`src/rtl/kct_pkg.sv`:
```
// ----------------------------------------------------------------------------
// kct_pkg
// Shared types and constants for the key count table: request and result
// words, field widths, status codes and the default table size.
// ----------------------------------------------------------------------------
`default_nettype none

package kct_pkg;

  localparam int KEY_W       = 32;
  localparam int CNT_W       = 24;
  localparam int ENTRIES_DEF = 64;

  localparam logic [CNT_W-1:0] CNT_MAX = {CNT_W{1'b1}};

  // request kinds
  localparam logic REQ_INC    = 1'b0;
  localparam logic REQ_LOOKUP = 1'b1;

  // result status codes
  localparam logic [1:0] ST_FOUND  = 2'd0;
  localparam logic [1:0] ST_ADDED  = 2'd1;
  localparam logic [1:0] ST_ABSENT = 2'd2;
  localparam logic [1:0] ST_FULL   = 2'd3;

  typedef struct packed {
    logic                    req_type;
    logic signed [KEY_W-1:0] key;
  } req_t;

  typedef struct packed {
    logic [CNT_W-1:0] count;
    logic [CNT_W-1:0] total;
    logic [1:0]       status;
  } rsp_t;

endpackage

`default_nettype wire

```
`src/rtl/kct_ram.sv`:
```
// ----------------------------------------------------------------------------
// kct_ram
// Generic single-write, single-read RAM with a registered read port.
// ----------------------------------------------------------------------------
`default_nettype none

module kct_ram #(
  parameter int WIDTH = 32,
  parameter int DEPTH = 64
) (
  input  wire logic                     clk,
  input  wire logic                     we,
  input  wire logic [$clog2(DEPTH)-1:0] waddr,
  input  wire logic [WIDTH-1:0]         wdata,
  input  wire logic [$clog2(DEPTH)-1:0] raddr,
  output logic      [WIDTH-1:0]         rdata
);

  logic [WIDTH-1:0] mem [DEPTH];

  // write and registered read
  always_ff @(posedge clk) begin
    if (we) begin
      mem[waddr] <= wdata;
    end
    rdata <= mem[raddr];
  end

endmodule

`default_nettype wire

```
`src/rtl/key_count_table.sv`:
```
// ----------------------------------------------------------------------------
// key_count_table
// Bounded key-to-count table. Increment requests bump or append an entry,
// lookup requests return the count; a saturating running total rides along.
// ----------------------------------------------------------------------------
//
//   channel  direction  word    handshake
//   in_      input      req_t   in_valid / in_stall
//   out_     output     rsp_t   out_valid / out_stall
//
// One request at a time. The key memory is scanned one entry per cycle with
// the count memory read alongside it.
// Reset clears only the occupancy, the total and control; the memories need
// no clearing pass since entries at or above the occupancy are never read.
// A stalled result waits in the output register; a new request is taken
// once the previous result has been handed to that register.
`default_nettype none

module key_count_table #(
  parameter int ENTRIES = kct_pkg::ENTRIES_DEF
) (
  input  wire logic          clk,
  input  wire logic          rst_n,
  input  wire logic          in_valid,
  output logic               in_stall,
  input  wire kct_pkg::req_t in_data,
  output logic               out_valid,
  input  wire logic          out_stall,
  output kct_pkg::rsp_t      out_data
);

  import kct_pkg::*;

  localparam int AW = (ENTRIES > 1) ? $clog2(ENTRIES) : 1;
  localparam int OW = $clog2(ENTRIES + 1);

  localparam logic [1:0] S_IDLE = 2'd0;
  localparam logic [1:0] S_SCAN = 2'd1;
  localparam logic [1:0] S_DONE = 2'd2;

  logic [1:0]       state_r, state_nxt;
  req_t             req_r, req_nxt;
  logic [OW-1:0]    occ_r, occ_nxt;
  logic [OW-1:0]    scan_idx_r, scan_idx_nxt;
  logic             cmp_vld_r, cmp_vld_nxt;
  logic [AW-1:0]    cmp_idx_r, cmp_idx_nxt;
  logic [CNT_W-1:0] total_r, total_nxt;
  rsp_t             res_r, res_nxt;
  logic             out_vld_r, out_vld_nxt;
  rsp_t             out_data_r, out_data_nxt;

  logic             key_we, cnt_we;
  logic [AW-1:0]    key_waddr, cnt_waddr;
  logic [CNT_W-1:0] cnt_wdata;
  logic [KEY_W-1:0] key_rdata;
  logic [CNT_W-1:0] cnt_rdata;

  logic             in_acc, can_load, issue, hit, miss;
  logic [CNT_W-1:0] total_inc;

  assign in_stall  = (state_r != S_IDLE);
  assign in_acc    = in_valid && !in_stall;
  assign out_valid = out_vld_r;
  assign out_data  = out_data_r;
  assign can_load  = !out_vld_r || !out_stall;

  assign issue     = (state_r == S_SCAN) && (scan_idx_r < occ_r);
  assign hit       = cmp_vld_r && (key_rdata == $unsigned(req_r.key));
  assign miss      = !issue && !hit;
  assign total_inc = (total_r == CNT_MAX) ? CNT_MAX : total_r + 1'b1;

  // key and count memories, read at the scan address together
  kct_ram #(.WIDTH(KEY_W), .DEPTH(ENTRIES)) u_key_ram (
    .clk   (clk),
    .we    (key_we),
    .waddr (key_waddr),
    .wdata ($unsigned(req_r.key)),
    .raddr (scan_idx_r[AW-1:0]),
    .rdata (key_rdata)
  );

  kct_ram #(.WIDTH(CNT_W), .DEPTH(ENTRIES)) u_cnt_ram (
    .clk   (clk),
    .we    (cnt_we),
    .waddr (cnt_waddr),
    .wdata (cnt_wdata),
    .raddr (scan_idx_r[AW-1:0]),
    .rdata (cnt_rdata)
  );

  // sequence: accept, scan, decide and write back, hand off result
  always_comb begin
    state_nxt    = state_r;
    req_nxt      = req_r;
    occ_nxt      = occ_r;
    scan_idx_nxt = scan_idx_r;
    cmp_vld_nxt  = 1'b0;
    cmp_idx_nxt  = cmp_idx_r;
    total_nxt    = total_r;
    res_nxt      = res_r;
    out_vld_nxt  = out_vld_r && out_stall;
    out_data_nxt = out_data_r;
    key_we       = 1'b0;
    cnt_we       = 1'b0;
    key_waddr    = occ_r[AW-1:0];
    cnt_waddr    = cmp_idx_r;
    cnt_wdata    = cnt_rdata + 1'b1;

    case (state_r)
      S_IDLE: begin
        if (in_acc) begin
          req_nxt      = in_data;
          scan_idx_nxt = '0;
          state_nxt    = S_SCAN;
        end
      end

      S_SCAN: begin
        // advance the read address while entries remain
        cmp_vld_nxt  = issue;
        cmp_idx_nxt  = scan_idx_r[AW-1:0];
        scan_idx_nxt = scan_idx_r + OW'(issue);
        if (hit) begin
          state_nxt = S_DONE;
          if (req_r.req_type == REQ_LOOKUP) begin
            res_nxt = '{count: cnt_rdata, total: total_r, status: ST_FOUND};
          end else if (cnt_rdata != CNT_MAX) begin
            cnt_we    = 1'b1;
            total_nxt = total_inc;
            res_nxt   = '{count: cnt_wdata, total: total_inc, status: ST_FOUND};
          end else begin
            res_nxt = '{count: cnt_rdata, total: total_r, status: ST_FOUND};
          end
        end else if (miss) begin
          state_nxt = S_DONE;
          if (req_r.req_type == REQ_LOOKUP) begin
            res_nxt = '{count: '0, total: total_r, status: ST_ABSENT};
          end else if (occ_r < OW'(ENTRIES)) begin
            // append the key with a count of one
            key_we    = 1'b1;
            cnt_we    = 1'b1;
            cnt_waddr = occ_r[AW-1:0];
            cnt_wdata = CNT_W'(1);
            occ_nxt   = occ_r + 1'b1;
            total_nxt = total_inc;
            res_nxt   = '{count: CNT_W'(1), total: total_inc, status: ST_ADDED};
          end else begin
            res_nxt = '{count: '0, total: total_r, status: ST_FULL};
          end
        end
      end

      S_DONE: begin
        if (can_load) begin
          out_vld_nxt  = 1'b1;
          out_data_nxt = res_r;
          state_nxt    = S_IDLE;
        end
      end

      default: begin
        state_nxt = S_IDLE;
      end
    endcase
  end

  // control registers
  always_ff @(posedge clk) begin
    if (!rst_n) begin
      state_r   <= S_IDLE;
      occ_r     <= '0;
      total_r   <= '0;
      cmp_vld_r <= 1'b0;
      out_vld_r <= 1'b0;
    end else begin
      state_r   <= state_nxt;
      occ_r     <= occ_nxt;
      total_r   <= total_nxt;
      cmp_vld_r <= cmp_vld_nxt;
      out_vld_r <= out_vld_nxt;
    end
  end

  // payload registers
  always_ff @(posedge clk) begin
    req_r      <= req_nxt;
    scan_idx_r <= scan_idx_nxt;
    cmp_idx_r  <= cmp_idx_nxt;
    res_r      <= res_nxt;
    out_data_r <= out_data_nxt;
  end

  // checks
  a_occ_bound: assert property (@(posedge clk) disable iff (!rst_n)
    occ_r <= OW'(ENTRIES))
    else $error("occupancy beyond table size");

  a_scan_bound: assert property (@(posedge clk) disable iff (!rst_n)
    (state_r == S_SCAN) |-> (scan_idx_r <= occ_r))
    else $error("scan index past occupancy");

  a_full_drop: assert property (@(posedge clk) disable iff (!rst_n)
    (state_r == S_DONE && res_r.status == ST_FULL) |-> (occ_r == OW'(ENTRIES)))
    else $error("drop flagged while table has room");

  a_accept_scan: assert property (@(posedge clk) disable iff (!rst_n)
    in_acc |=> (state_r == S_SCAN))
    else $error("accepted word did not start a scan");

endmodule

`default_nettype wire

```
`config.mk`:
```
export PLATFORM = sky130hd
export DESIGN_NAME = key_count_table
export DESIGN_NICKNAME = d
export VERILOG_FILES = /design/src/rtl/kct_pkg.sv /design/src/rtl/kct_ram.sv /design/src/rtl/key_count_table.sv
export SDC_FILE = /design/constraint.sdc
export NUM_CORES = 2
export LEC_CHECK = 0
export BUFFER_PORTS_ARGS = -buffer_cell sky130_fd_sc_hd__clkbuf_2
export CELL_PAD_IN_SITES_DETAIL_PLACEMENT = 0
export CELL_PAD_IN_SITES_GLOBAL_PLACEMENT = 1
export CORE_UTILIZATION = 44
export CTS_CLUSTER_SIZE = 24
export DETAILED_ROUTE_END_ITERATION = 16
export GPL_ROUTABILITY_DRIVEN = 0
export PLACE_DENSITY = 0.64
export SLEW_MARGIN = 20
export SYNTH_ARGS = -nofsm -noshare
export SYNTH_HDL_FRONTEND = slang
export SYNTH_HIERARCHICAL = 1
export SYNTH_SLANG_ARGS = --single-unit
```
`constraint.sdc`:
```
create_clock -name clk -period 8.5 [get_ports clk]
set_input_delay 0.85 -clock clk [delete_from_list [all_inputs] [get_ports clk]]
set_output_delay 0.85 -clock clk [all_outputs]
set_load 0.01 [all_outputs]
```
==> results.md <==
- Status: finished clean
- Num CTS Buffers: about 380
- Power Density: between 200 and 300 nW/um^2
- HPWL Detailed: around 220000 um
- Endpoints failing setup: 0
- Worst-path clk slew: ~60 ps
- Die Y: 578 um
- WL final: about 380000 um
- Hold WC Path Type: in -> reg
- Depth of the CTS H-tree: 5
- Largest area contributor in the netlist: edfxtp_1
- Initial drt markers: about 8600
- Largest net degree at the start of global routing: about 110
- Reg2Reg Depth: 12
- DR pass1 iterations: 5
- Initial core utilization: around 44%
- Vias in the first global route: 69700
- Antenna viol nets, final: 0
- Most frequent CP cell: buf_4
- Worst Path Arrival: 6420 ps
- Post-cts hold buffer count: 0
- Leakage power: just over 50 nW
- Layout cells sized above 1: 28.0%
- Clock Path Buffers: 4
- Post-route insts no fill: 11700
- Post-synth ARST share: 0%
- Yosys cell types: 76
- Crit path required time: 9120 ps
- Initial antenna violation count: 20
- Worst-Skew Late Latency: 950 ps
- CP max-delay cell: nor2_2
- Post-synthesis register bit count: around 3800
- First-pass GRT wire length: approximately 540000 um
- Post-CTS Setup Inserts: 0
- Startpoint types: flop
- Worst Tran Pin Value: around 1200 ps
- Row cnt: around 210
- CP max FO: 65
- Synth area leaders: edfxtp_1 77%, mux4_2 14%, mux2i_1 1.3%, dfxtp_1 1.2%, nor2_1 0.77%
- Setup crit end: u_cnt_ram/mem[56][18]
- Number of buffers added on ports: between 80 and 90
- Slew headroom: 21.1%
- Via density: ~6
- Worst Clk Skew: 38.1 ps
- Placed Cells: between 10000 and 15000
- Post-Route Utilization: 50.3%
- DR vias: roughly 70000
- Die width: 578 um
- Remaining DRCs: 0
- Drt wl/cell: 32.7 um
- Post-synth top area share: between 70 and 80%
- Synthesized cell area: roughly 150000 sq um
- Origin of the worst setup path: req_r[5]
- Period minus WS final: just under 6000 ps
- Crit Path Class: reg -> reg
- Unrepaired setup endpoints after global routing: false
- Max-cap viol count: 0
- Register area share after synthesis: just under 80%
- Critical Path End Type: flop
- Post-CTS sizing: 0
- Top_reg_cell synth: edfxtp_1
- Yosys warns: 6
- Syn avg cell area: roughly 22 sq um
- Root Buffer: clkbuf_16
- Reg-to-Reg Start: req_r[5]
- Syn_nets: 6680
- CTS tree: done
- Setup TNS: 0 ps
- Mapped Cells: approximately 6600
- Commonest cells after routing, fill and taps aside: 3730 x edfxtp_1, 899 x mux4_2, 393 x clkbuf_16
- Achievable Freq: approximately 170 MHz
- Cell Chain, Critical Path: buf_4, xnor2_1, nand4_1, nor4_1, nand4_2, buf_4, mux2_4, inv_2, nor2b_1, nand2_1, nor2_2, buf_4
- Ports: 89
- Hold Vio Cnt, Final: 0
- Layout area overhead: 13.6%
- Die Footprint: roughly 330000 sq um
- R2R setup slack: ~2700 ps
- CORE AREA: ~330000 sq um
- Total track usage: 22.9%
- Commonest non-fill, non-tap cell in the layout: edfxtp_1
- Slew Limit Fails: 0
- Final Net Count: about 7100
- Final Cycle Share: 68.2%
- Gr ovfl total: 0
- FF-to-FF End: u_cnt_ram/mem[56][18]
- Max VDD drop: around 250 uV
- Clk sink count: ~3800
- CP peak stage delay: between 700 and 800 ps
- Post-synth EDFFs: approximately 3700
area by class of cell:
cell class	count	area (sq um)
timing repair buffer	369	2860
fill	26100	164000
inverter	13	48.8
sequential	3821	114000
antenna	8	20.0
clock inverter	199	2110
tap	4366	5460
clock buffer	500	10300
multi-input combinational	2443	31300
metrics by stage:
stage / power, mW / instance area, sq um / hold slack (ps) / setup slack (ps)
floorplan: 25.4 / 146000 / 400 / 3040
global placement: 27.7 / 153000 / 408 / 2730
detailed placement: 27.8 / 153000 / 407 / 2700
CTS: 44.5 / 166000 / 19.2 / 2680
global route: 45.4 / 166000 / 59.8 / 2430
finish: 44.2 / 166000 / 92.7 / 2700
registers in the layout, indices dropped and copies added, names as in the netlist, 24 cells and up:
signal and count:
u_key_ram/mem 2048, u_cnt_ram/rdata 24, total_r 24, res_r 50
u_cnt_ram/mem 1536, out_data 50, req_r 33, u_key_ram/rdata 32
metal layers:
metal	vias to the layer above	wire (um)	track usage, %
li1	28800	-	-
met1	38200	157000	32.0
met2	2730	186000	36.9
met3	511	27400	3.59
met4	4	13300	7.56
met5	-	21	0
worst max-delay path: cells and delay by family (launching register included):
| kind | cells | cell delay (ps) |
|---|---|---|
| AND/OR/NAND/NOR | 6 | 2540 |
| buffers and inverters | 4 | 1810 |
| multiplexers | 1 | 400 |
| flip-flops | 1 | 320 |
| XOR/XNOR | 1 | 190 |
cells by family after synthesis:
kind of cell    synth area share (%)
mux                             15.7
compound gates                  2.39
simple gates                    2.20
buf+inv                         1.28
fa+ha+maj                     0.0942
xor+xnor                       0.444
flops                           77.9
power by group:
part	leakage, nW	internal [mW]	total (mW)	switching, mW
registers	34.3	21.8	22.0	0.208
logic	10.8	1.62	5.35	3.73
clock network	6.08	9.78	16.8	7.03
worst min path at each step:
stage,startpoint,endpoint,slack (ps),depth (start not counted)
6_report,in_data[8],req_r[8],90,1
4_1_cts,in_data[20],req_r[20],20,1
2_1_floorplan,res_r[0],out_data[0],400,0
3_3_place_gp,res_r[29],out_data[29],410,0
5_1_grt,in_data[26],req_r[26],60,1
3_5_place_dp,res_r[43],out_data[43],410,0
Yosys cell counts, types with 19 or more instances:
cell type,instances
nand2_1,126
nand2b_1,20
mux2_2,62
a311oi_1,20
a22oi_1,41
mux4_2,899
buf_4,57
xnor2_1,44
or3_1,23
nand3_1,49
buf_1,35
buf_2,111
o221ai_1,28
a31oi_1,25
nor2b_1,27
and3_1,34
edfxtp_1,3730
o21ai_0,27
nand4_1,19
o22ai_1,137
mux2i_1,193
clkbuf_1,134
dfxtp_1,91
a221oi_1,53
a21oi_1,140
nor2_1,299
xor2_1,30
Power figures use the tool's default switching activity.
